### config.mk
export PLATFORM = sky130hd
export DESIGN_NAME = xrs_front
export DESIGN_NICKNAME = d
export VERILOG_FILES = /design/src/rtl/xrs_pkg.sv /design/src/rtl/xrs_front.sv
export SDC_FILE = /design/constraint.sdc
export NUM_CORES = 1
export LEC_CHECK = 0
export BUFFER_PORTS_ARGS = -buffer_cell sky130_fd_sc_hd__clkbuf_2
export CORE_MARGIN = 8
export CORE_UTILIZATION = 55
export DETAILED_ROUTE_END_ITERATION = 8
export GPL_ROUTABILITY_DRIVEN = 0
export GPL_TIMING_DRIVEN = 0
export PLACE_DENSITY = 0.77
export SLEW_MARGIN = 10
export SYNTH_ARGS = -nofsm -noshare
export SYNTH_HDL_FRONTEND = slang
export SYNTH_SLANG_ARGS = --single-unit
### constraint.sdc
create_clock -name clk_i -period 4.5 [get_ports clk_i]
set_input_delay 0.45 -clock clk_i [delete_from_list [all_inputs] [get_ports clk_i]]
set_output_delay 0.45 -clock clk_i [all_outputs]
set_load 0.05 [all_outputs]
### src/rtl/xrs_pkg.sv
// ----------------------------------------------------------------------------
// xrs_pkg
// Shared types and constants of the XY raster scan generator.
// ----------------------------------------------------------------------------
package xrs_pkg;

  // Scan geometry and pixel format
  localparam int unsigned X_PIXELS       = 128;
  localparam int unsigned Y_LINES        = 128;
  localparam int unsigned BITS_PER_PIXEL = 1;

  // Frame store
  localparam int unsigned STORE_DEPTH = 2048;
  localparam int unsigned ADDR_W      = 11;
  localparam int unsigned DATA_W      = 8;

  // Pixel slots within one byte
  localparam int unsigned SLOT_W = (BITS_PER_PIXEL == 2) ? 2 : 3;

  // Intensity map
  localparam logic [7:0] LEVEL_ON   = 8'd255;
  localparam logic [7:0] LEVEL_STEP = 8'd5;

  // Queue depths
  localparam int unsigned CMD_DEPTH = 4;
  localparam int unsigned CMD_PTR_W = 2;
  localparam int unsigned RES_DEPTH = 4;
  localparam int unsigned RES_PTR_W = 2;

  // Request mode codes
  localparam logic MODE_TICK  = 1'b0;
  localparam logic MODE_WRITE = 1'b1;

  typedef enum logic {
    OP_TICK  = 1'b0,
    OP_WRITE = 1'b1
  } op_e;

  typedef struct packed {
    logic       mode;
    logic [10:0] write_address;
    logic [7:0]  write_data;
  } in_item_t;

  typedef struct packed {
    logic [7:0] x_level;
    logic [7:0] y_level;
    logic [7:0] z_level;
  } out_item_t;

  typedef struct packed {
    op_e               op;
    logic [ADDR_W-1:0] addr;
    logic [DATA_W-1:0] data;
  } cmd_t;

  typedef struct packed {
    logic                 clearing;
    logic [RES_PTR_W:0]   res_count;
  } back_status_t;

endpackage

### src/rtl/xrs_front.sv
// ----------------------------------------------------------------------------
// xrs_front
// Accepts requests, classifies them as tick or write, and queues them.
// ----------------------------------------------------------------------------
module xrs_front
  import xrs_pkg::*;
(
  input  logic     clk_i,
  input  logic     rst_ni,
  input  logic     push_i,
  input  in_item_t in_i,
  output logic     full_o,
  input  logic     clearing_i,
  output logic     cmd_valid_o,
  output cmd_t     cmd_o,
  input  logic     cmd_pop_i
);

  cmd_t                 slot_q [CMD_DEPTH];
  logic [CMD_PTR_W-1:0] wr_ptr_q, wr_ptr_d;
  logic [CMD_PTR_W-1:0] rd_ptr_q, rd_ptr_d;
  logic [CMD_PTR_W:0]   count_q, count_d;
  logic                 do_push;
  logic                 do_pop;
  cmd_t                 new_cmd;

  assign full_o      = clearing_i || (count_q == (CMD_PTR_W+1)'(CMD_DEPTH));
  assign do_push     = push_i && !full_o;
  assign cmd_valid_o = (count_q != '0);
  assign do_pop      = cmd_pop_i && cmd_valid_o;
  assign cmd_o       = slot_q[rd_ptr_q];

  always_comb begin
    new_cmd.op   = (in_i.mode == MODE_WRITE) ? OP_WRITE : OP_TICK;
    new_cmd.addr = in_i.write_address;
    new_cmd.data = in_i.write_data;
  end

  always_comb begin
    wr_ptr_d = do_push ? wr_ptr_q + 1'b1 : wr_ptr_q;
    rd_ptr_d = do_pop ? rd_ptr_q + 1'b1 : rd_ptr_q;
    count_d  = count_q;
    if (do_push && !do_pop) begin
      count_d = count_q + 1'b1;
    end else if (do_pop && !do_push) begin
      count_d = count_q - 1'b1;
    end
  end

  always_ff @(posedge clk_i or negedge rst_ni) begin
    if (!rst_ni) begin
      wr_ptr_q <= '0;
      rd_ptr_q <= '0;
      count_q  <= '0;
    end else begin
      wr_ptr_q <= wr_ptr_d;
      rd_ptr_q <= rd_ptr_d;
      count_q  <= count_d;
    end
  end

  always_ff @(posedge clk_i) begin
    if (do_push) begin
      slot_q[wr_ptr_q] <= new_cmd;
    end
  end

endmodule

==> run summary <==
syn avg cell area: 23.55 um^2
grt total ovfl: 0
initial drt markers: 36
Via-to-Cell Ratio: 5.455
max-cap violations: 0
total power: 2.561 mW
drt wl/cell: 19.48 um
Leak: 1.370 nW
diode count: 0
Routed WL: 5434 um
Setup Crit Path Kind: flip-flop to primary output
post-cts sizing count: 0
Clk pwr share: 19.0%
footprint of the multi-input gates: 695.7 um^2
Seq/Total Area, Yosys: 77.62%
Slew Limit Headroom: 31.81%
Hold Path Sink: slot_q[0][2]$_DFFE_PP_
Top-Level Pins: 47
Clk pin slew, worst setup/hold paths: 0.07 ns
Total GRT Usage: 13.59%
TritonCTS Buffers: 9
Buf/Inv on CP: 2
crit-path cells: buf_6, mux4_2, clkbuf_2
final setup vio count: 0
CP startpoint kind: flip-flop
final hold slack: 0.3259 ns
nets: 230
largest net degree at the start of global routing: 21
flip-flop and latch count after synthesis: 87
achievable frequency: 448.0 MHz
CP max FO: 10
peak supply drop: 0.3603 mV
DIE WIDTH: 93.70 um
Clock Skew: 0.006071 ns
Reg power frac: 41.3%
Register Area: 2577 um^2
Synth-to-Final Area Change: 15.45%
Net Sw Frac: 38.18%
library cells used by synthesis: 21
Gate power share: 39.7%
RR Endpoint: count_q[2]$_DFFE_PN0P_
Post-Syn Nets: 172
total core area: 5886 um^2
Worst Reg-to-Reg Cells: 8
P_sw: 0.9779 mW
FILL cells: 394
DIE HEIGHT: 93.70 um
Root Driver: clkbuf_8
CTS tree: built
Period minus WS final: 2.232 ns
first-pass GRT wire length: 8680 um
clk_lat worst skew: 0.34 ns
vias in the first global route: 1747
crit path from: rd_ptr_q[0]$_DFFE_PN0P_
num rows: 28
Final Slew Violations: 0
Detail Route Antenna Nets: 0
Die Area: 8780 um^2
first-pass detailed-route iteration total: 4
worst min-delay path class: input pin to flip-flop
Worst Min Path Start: in_i[2]
delay-heaviest family, CP: multiplexers
Synth Cell Area: 3321 um^2
Required @ worst endpoint: 4.05 ns
outcome: completed
pwr dens: 668.1 nW/um^2
CP max stage cell: mux4_2
FF-to-FF setup slack: 2.32 ns
fin crit share: 49.60%
setup bufs post-CTS: 0
CP endpoint kind: primary output
Setup TNS Final: 0 ns
clk sinks: 87
worst r2r src: count_q[0]$_DFFE_PN0P_
htree depth: 3
Final Hold Violating Endpoints: 0
Yosys Warn Count: 0
layout cell share with drive strength beyond 1: 40.69%
Worst path max stage delay: 0.53 ns
Worst EP arrival: 1.78 ns
Port Buffer Count: 46
via count: 1522
DRC violations left: 0
unrepaired setup endpoints after global routing: no
Pint: 1.583 mW
Crit path depth: 3
Hold Path Stages: 1
CTS Buffer Depth: 2
Slew @ Worst Pin: 1.023 ns
synthesized instance count: 141
initial antenna violation count: 0
DP Wirelength: 3802 um
starting density of the core: 56.42%
==> cell usage after synthesis, drive strengths merged <==
cell    number  area [um^2]
nand3        1        5.000
buf          4        32.53
a21oi        2        21.27
and2         4        25.02
ha           5        62.56
mux2         2        22.52
fa           1        20.02
inv          4        15.01
nand2        1        3.750
nand2b       1        6.260
dfrtp        7        175.2
or3          1        11.26
xnor2        4        35.03
edfxtp      80         2402
xor2         2        17.52
nor2         2        7.510
mux4        20        457.9
==> cell usage in the layout, fill, tap and decap left out, drive strengths merged, types with 2 or more instances in the layout <==
master,Yosys,final
nor2,2,2
edfxtp,80,80
xor2,2,2
a21oi,2,2
clkbuf,0,56
mux2,2,2
clkinv,0,5
buf,4,4
inv,4,4
mux4,20,20
xnor2,4,4
and2,4,4
ha,5,5
dfrtp,7,7
==> per-layer routing <==
layer  share of wire (%)  track usage [%]
met1                  37            13.95
met2                  56            24.62
met3                 5.0            3.677
met4                 2.2            7.133
met5                   0                0
==> worst max-delay path by stage <==
stage / to / slack [ns]
6_report: cmd_o[2] / 2.27
5_1_grt: cmd_o[3] / 2.16
4_1_cts: cmd_o[2] / 2.23
3_5_place_dp: slot_q[1][13]$_DFFE_PP_ / 2.28
3_3_place_gp: slot_q[0][13]$_DFFE_PP_ / 2.36
2_1_floorplan: count_q[2]$_DFFE_PN0P_ / 2.41
==> per-stage QoR <==
| stage | utilization, % | cells | setup WS (ns) | cell area (um^2) |
|---|---|---|---|---|
| 2_1_floorplan | - | 141 | 2.411 | 3321 |
| 3_3_place_gp | 61.93 | 262 | 2.362 | 3645 |
| 3_5_place_dp | 61.93 | 262 | 2.278 | 3645 |
| 4_1_cts | 65.14 | 279 | 2.226 | 3834 |
| 5_1_grt | 65.14 | 279 | 2.160 | 3834 |
| 6_report | 65.14 | 279 | 2.268 | 3834 |
==> cells by family after synthesis <==
logic type | count (synthesis) | share of synthesized area, %
compound gates | 2 | 0.6405
xor+xnor | 6 | 1.583
fa+ha+maj | 6 | 2.487
buf+inv | 8 | 1.432
flops | 87 | 77.62
mux | 22 | 14.47
simple gates | 10 | 1.771
==> state kept, by name, indices dropped and copies added (netlist names) <==
signal / flops
slot_q: 80
count_q: 3
rd_ptr_q: 2
wr_ptr_q: 2
==> power by group through the flow <==
| stage | Clock, mW | Sequential (mW) | Combinational (mW) |
|---|---|---|---|
| 6_report | 0.487 | 1.06 | 1.02 |
| 5_1_grt | 0.527 | 1.07 | 1.08 |
| 4_1_cts | 0.499 | 1.06 | 1.04 |
| 3_5_place_dp | 0 | 1.08 | 1.03 |
| 3_3_place_gp | 0 | 1.07 | 1.01 |
| 2_1_floorplan | 0 | 1.06 | 0.827 |
==> repair_timing <==
action,4_1_cts,5_1_grt
hold buffers,1,0
setup endpoints to repair,0,0
endpoints found under the hold margin,7,0
==> cell type report <==
type / instances / area share, %
tap: 75 / 2.448
multi-input combinational: 46 / 18.15
clock inverter: 6 / 1.338
sequential: 87 / 67.23
buffer: 4 / 0.8486
timing repair buffer: 47 / 6.266
inverter: 4 / 0.3916
clock buffer: 10 / 3.329
Power figures use the tool's default switching activity.
