**src/rtl/xrs_pkg.sv**
```systemverilog
// ----------------------------------------------------------------------------
// xrs_pkg
// Shared types and constants of the XY raster scan generator.
// ----------------------------------------------------------------------------
package xrs_pkg;

  // Scan geometry and pixel format
  localparam int unsigned X_PIXELS       = 128;
  localparam int unsigned Y_LINES        = 128;
  localparam int unsigned BITS_PER_PIXEL = 1;

  // Frame store
  localparam int unsigned STORE_DEPTH = 2048;
  localparam int unsigned ADDR_W      = 11;
  localparam int unsigned DATA_W      = 8;

  // Pixel slots within one byte
  localparam int unsigned SLOT_W = (BITS_PER_PIXEL == 2) ? 2 : 3;

  // Intensity map
  localparam logic [7:0] LEVEL_ON   = 8'd255;
  localparam logic [7:0] LEVEL_STEP = 8'd5;

  // Queue depths
  localparam int unsigned CMD_DEPTH = 4;
  localparam int unsigned CMD_PTR_W = 2;
  localparam int unsigned RES_DEPTH = 4;
  localparam int unsigned RES_PTR_W = 2;

  // Request mode codes
  localparam logic MODE_TICK  = 1'b0;
  localparam logic MODE_WRITE = 1'b1;

  typedef enum logic {
    OP_TICK  = 1'b0,
    OP_WRITE = 1'b1
  } op_e;

  typedef struct packed {
    logic       mode;
    logic [10:0] write_address;
    logic [7:0]  write_data;
  } in_item_t;

  typedef struct packed {
    logic [7:0] x_level;
    logic [7:0] y_level;
    logic [7:0] z_level;
  } out_item_t;

  typedef struct packed {
    op_e               op;
    logic [ADDR_W-1:0] addr;
    logic [DATA_W-1:0] data;
  } cmd_t;

  typedef struct packed {
    logic                 clearing;
    logic [RES_PTR_W:0]   res_count;
  } back_status_t;

endpackage

```
**src/rtl/xrs_res_queue.sv**
```systemverilog
// ----------------------------------------------------------------------------
// xrs_res_queue
// Holds finished results until the consumer pops them.
// ----------------------------------------------------------------------------
module xrs_res_queue
  import xrs_pkg::*;
(
  input  logic               clk_i,
  input  logic               rst_ni,
  input  logic               push_i,
  input  out_item_t          res_i,
  output logic [RES_PTR_W:0] count_o,
  output logic               empty_o,
  input  logic               pop_i,
  output out_item_t          res_o
);

  out_item_t            entry_q [RES_DEPTH];
  logic [RES_PTR_W-1:0] wr_ptr_q, wr_ptr_d;
  logic [RES_PTR_W-1:0] rd_ptr_q, rd_ptr_d;
  logic [RES_PTR_W:0]   count_q, count_d;
  logic                 do_pop;

  assign empty_o = (count_q == '0);
  assign do_pop  = pop_i && !empty_o;
  assign count_o = count_q;
  assign res_o   = entry_q[rd_ptr_q];

  // The executor only pushes when it holds a free seat
  always_comb begin
    wr_ptr_d = push_i ? wr_ptr_q + 1'b1 : wr_ptr_q;
    rd_ptr_d = do_pop ? rd_ptr_q + 1'b1 : rd_ptr_q;
    count_d  = count_q;
    if (push_i && !do_pop) begin
      count_d = count_q + 1'b1;
    end else if (do_pop && !push_i) begin
      count_d = count_q - 1'b1;
    end
  end

  always_ff @(posedge clk_i or negedge rst_ni) begin
    if (!rst_ni) begin
      wr_ptr_q <= '0;
      rd_ptr_q <= '0;
      count_q  <= '0;
    end else begin
      wr_ptr_q <= wr_ptr_d;
      rd_ptr_q <= rd_ptr_d;
      count_q  <= count_d;
    end
  end

  always_ff @(posedge clk_i) begin
    if (push_i) begin
      entry_q[wr_ptr_q] <= res_i;
    end
  end

endmodule

```
**config.mk**
```make
export PLATFORM = sky130hd
export DESIGN_NAME = xrs_res_queue
export DESIGN_NICKNAME = d
export VERILOG_FILES = /design/src/rtl/xrs_pkg.sv /design/src/rtl/xrs_res_queue.sv
export SDC_FILE = /design/constraint.sdc
export NUM_CORES = 1
export LEC_CHECK = 0
export BUFFER_PORTS_ARGS = -buffer_cell sky130_fd_sc_hd__buf_4
export CAP_MARGIN = 40
export CORE_UTILIZATION = 30
export DETAILED_ROUTE_END_ITERATION = 8
export GPL_ROUTABILITY_DRIVEN = 1
export PLACE_DENSITY_LB_ADDON = 0.25
export SYNTH_ARGS = -nofsm -noshare
export SYNTH_HDL_FRONTEND = slang
export SYNTH_SLANG_ARGS = --single-unit
export TNS_END_PERCENT = 20
```
**constraint.sdc**
```tcl
create_clock -name clk_i -period 4 [get_ports clk_i]
set_clock_uncertainty 0.2 [all_clocks]
set_input_delay 0 -clock clk_i [delete_from_list [all_inputs] [get_ports clk_i]]
set_output_delay 0 -clock clk_i [all_outputs]
set_load 0.02 [all_outputs]
```
==> results.txt <==
----------------------------------------------------
[STA]
  RSZ-0062 raised after global routing ... false
  Measured slew at the worst slew-check pin ... 0.721 ns
  Ratio of final minimum period to clock period ... around 58%
  Number of failing hold endpoints at the final stage ... 0
  Final setup violation count ... 0
  Post-layout minimum cycle time ... approximately 2.3 ns
  Headroom to the max-slew limit ... between 50 and 60%
  Highest achievable clock rate ... approximately 0.43 GHz
  Fin. max-slew vios ... 0
  Total Neg Setup Slack ... 0 ns

[Layout]
  Ratio of cells with drive above 1 in the final layout ... between 30% and 40%
  Footprint of the multi-input gates ... 762 um2
  Area Overhead vs Synth ... 30.8%
  Area occupied by registers ... roughly 3100 um2
  Final layout net count ... between 200 and 300
  Number of fill cells ... roughly 1200
  Antenna cells ... 0

[Worst setup path]
  Launch point of the worst reg-to-reg path ... count_o[0]
  Startpoint type of the worst setup path ... flop
  Critical path data required time ... 4.06 ns
  Origin of the worst setup path ... count_o[0]
  Cells on worst reg2reg path ... 8
  Capturing element type of the critical path ... flop
  Data arrival at the endpoint of the critical path ... between 2 and 2.5 ns
  Worst-path maximum fanout ... 4
  Endpoint of the worst setup timing path ... count_o[2]
  Capture point of the worst reg-to-reg path ... count_o[2]
  WS Path Type ... flop to flop
  Slack of the worst reg-to-reg path ... 1.69 ns

[Synthesis]
  Combined area of all synthesized cells ... between 3000 and 4000 um2
  Gate Count Post-Synth ... 160
  Number of flip-flops and latches in the synthesized netlist ... 103
  Count of flip-flops with a built-in enable after synthesis ... 96
  Avg Cell Area, Syn ... ~24 um2
  Number of library cell types mapped by synthesis ... 19
  Most frequently used flop master after synthesis ... sky130_fd_sc_hd__edfxtp_1
  Syn_nets ... a little under 200
  Fraction of registers with async set/reset ... ~6.8%
  Leading cell types by total area after synthesis ... sky130_fd_sc_hd__edfxtp_1, sky130_fd_sc_hd__mux4_2, sky130_fd_sc_hd__dfrtp_1
  Share of the synthesized area in the top cell type ... 73.9%
  Sequential element share of the synthesized area ... around four fifths
  Number of synthesis warnings ... 0
  Cell taking the most area after synthesis ... sky130_fd_sc_hd__edfxtp_1

[Floorplanning]
  Chip height ... about 120 um
  Cell row count ... between 40 and 50
  Width of the die ... roughly 120 um
  Initial Util ... about 31%
  Top-level I/O count ... 56
  Die area ... 13500 um2
  Core ar. ... between 10000 and 15000 um2

[Global route]
  All-Layer GR Usage ... between 10 and 15%
  Remaining global-route overflow ... 0
  Initial antenna violation count ... 0
  Global-route wire length before repair ... 10.4 mm
  Maximum number of pins on one net before global-route repair ... 22
  Vias in the first global route ... about 1900

[Run status]
  Status ... completed

[Clocking]
  Post-CTS clock slew at the launch and capture registers of the worst setup and hold paths ... ~0.070 ns
  Maximum clock insertion buffer count ... 2
  Number of buffers created by CTS ... 9
  Root Buffer Master ... sky130_fd_sc_hd__clkbuf_16
  Clk sink count ... roughly 100
  Number of H-tree branching levels ... 3
  Post-cts gate resize count ... 0
  Skew-Pair Late Insertion Delay ... around 0.33 ns
  Clock tree from TritonCTS ... built

[Detailed routing]
  WL per Instance ... roughly 16 um
  Total vias in the final route ... 1839
  Detail Route Antenna Nets ... 0
  M1 WL ... between 3 and 4 mm
  Highest metal layer with signal wires ... met4
  Wire length on met3 ... around 290 um
  Via-per-instance ratio ... roughly 4.3
  DRC viols ... 0
  Routed met2 length ... around 3.3 mm
  Initial DRC Count ... slightly above 80
  Final wirelength ... around 7 mm
  Number of search-and-repair iterations in the first detailed-routing pass ... 4

[Placed design]
  Gp weighted congestion ... roughly 0.66
  HPWL after DPL ... 4.35 mm
  Port Buf Inserts ... 55

[Power and ir drop]
  Worst vdd rail ir drop ... 0.360 mV
  Total power per unit cell area ... roughly 710 nW/um2
  Leak ... 0.00181 uW
  Overall Power ... 3620 uW

[Flow run]
  Max-capacitance violation count ... 0

[Hold path]
  Type of the most critical hold path ... input pin to flop

----------------------------------------------------
## worst max-delay path: stages (launching register included)
cell and delay, ns:
sky130_fd_sc_hd__dfrtp_1 0.44, sky130_fd_sc_hd__or3_1 0.43, sky130_fd_sc_hd__nand2_1 0.12, sky130_fd_sc_hd__ha_1 0.19, sky130_fd_sc_hd__inv_1 0.06, sky130_fd_sc_hd__fa_1 0.37, sky130_fd_sc_hd__xor2_1 0.15, sky130_fd_sc_hd__nor2_1 0.12
sky130_fd_sc_hd__xor2_1 0.15
## timing repair
action,in CTS,in global routing
hold buffers,28,0
buffers inserted,0,0
endpoints found under the hold margin,109,0
## per-stage QoR
step                util, %  area [um2]  hold WS, ns  setup slack [ns]  cells
floorplan                 -        3900       -0.496              1.74    160
global placement       35.5        4500       -0.382              1.76    386
detailed placement     35.7        4520       -0.380              1.70    387
CTS                    40.3        5100        0.200              1.68    431
global route           40.3        5100        0.208              1.59    431
finish                 40.3        5100        0.207              1.69    431
## sequential cells by signal, summed over array words and instances, names as in the netlist
name / cells
entry_q: 96
wr_ptr_q: 2
rd_ptr_q: 2
count_o: 3
## metal layers
layer	GRT usage, %	vias up
met5	0	-
met4	3.08	0
met3	3.82	4
met2	17.8	49
met1	14.1	940
li1	-	846
## worst min path at each step
stage / from / end / slack (ns) / depth (start not counted)
2_1_floorplan: rst_ni / count_o[0] / -0.50 / 0
3_3_place_gp: rst_ni / count_o[0] / -0.38 / 1
3_5_place_dp: rst_ni / count_o[2] / -0.38 / 1
4_1_cts: res_i[18] / entry_q[3][18] / 0.20 / 2
5_1_grt: res_i[19] / entry_q[2][19] / 0.21 / 2
6_report: res_i[6] / entry_q[3][6] / 0.21 / 2
## synthesized netlist by cell type (all sizes together) (2+ instances only)
cell and number:
edfxtp 96, buf 6, inv 4, nand2 2, ha 5, mux4 24, and2 4, xnor2 3
dfrtp 7, xor2 3
## report_power, final
group	leakage [uW]	internal (uW)	total [uW]	switching [uW]
Sequential	0.000963	1420	1520	102
Combinational	0.000710	591	1230	642
Clock	0.000141	490	864	375
Total	0.00181	2500	3620	1120
## layout by cell type, fill, tap and decap left out
| cell | n |
|---|---|
| sky130_fd_sc_hd__clkbuf_16 | 9 |
| sky130_fd_sc_hd__mux2_2 | 1 |
| sky130_fd_sc_hd__nand3_1 | 1 |
| sky130_fd_sc_hd__and2_1 | 4 |
| sky130_fd_sc_hd__dfrtp_2 | 1 |
| sky130_fd_sc_hd__ha_1 | 5 |
| sky130_fd_sc_hd__nand2_1 | 2 |
| sky130_fd_sc_hd__buf_12 | 1 |
| sky130_fd_sc_hd__clkinv_4 | 1 |
| sky130_fd_sc_hd__nor2_1 | 1 |
| sky130_fd_sc_hd__dfrtp_1 | 6 |
| sky130_fd_sc_hd__mux4_1 | 6 |
| sky130_fd_sc_hd__or3_1 | 1 |
| sky130_fd_sc_hd__xnor2_1 | 3 |
| sky130_fd_sc_hd__inv_1 | 4 |
| sky130_fd_sc_hd__xor2_1 | 3 |
| sky130_fd_sc_hd__clkbuf_1 | 1 |
| sky130_fd_sc_hd__inv_8 | 1 |
| sky130_fd_sc_hd__o21ai_0 | 1 |
| sky130_fd_sc_hd__clkinv_2 | 1 |
| sky130_fd_sc_hd__mux4_2 | 18 |
| sky130_fd_sc_hd__edfxtp_1 | 96 |
| sky130_fd_sc_hd__clkinvlp_4 | 2 |
| sky130_fd_sc_hd__bufinv_16 | 1 |
| sky130_fd_sc_hd__dlygate4sd3_1 | 28 |
| sky130_fd_sc_hd__fa_1 | 1 |
| sky130_fd_sc_hd__buf_4 | 60 |
## area by class of cell
class | instances | area share (%)
Clock buffer | 10 | 4.49
Timing Repair Buffer | 89 | 14.7
Inverter | 4 | 0.294
Tap cell | 172 | 4.22
Multi-Input combinational cell | 47 | 14.9
Sequential cell | 103 | 60.0
Clock inverter | 6 | 1.37
## cells by family after synthesis
logic type	share of synthesized area [%]
and+or+nand+nor	1.22
muxes	14.7
AOI/OAI and AO/OA	0.128
DFF	78.4
buffers and inverters	2.08
adders and majority gates	2.12
xor gates and xnor gates	1.35
Power figures use the tool's default switching activity.
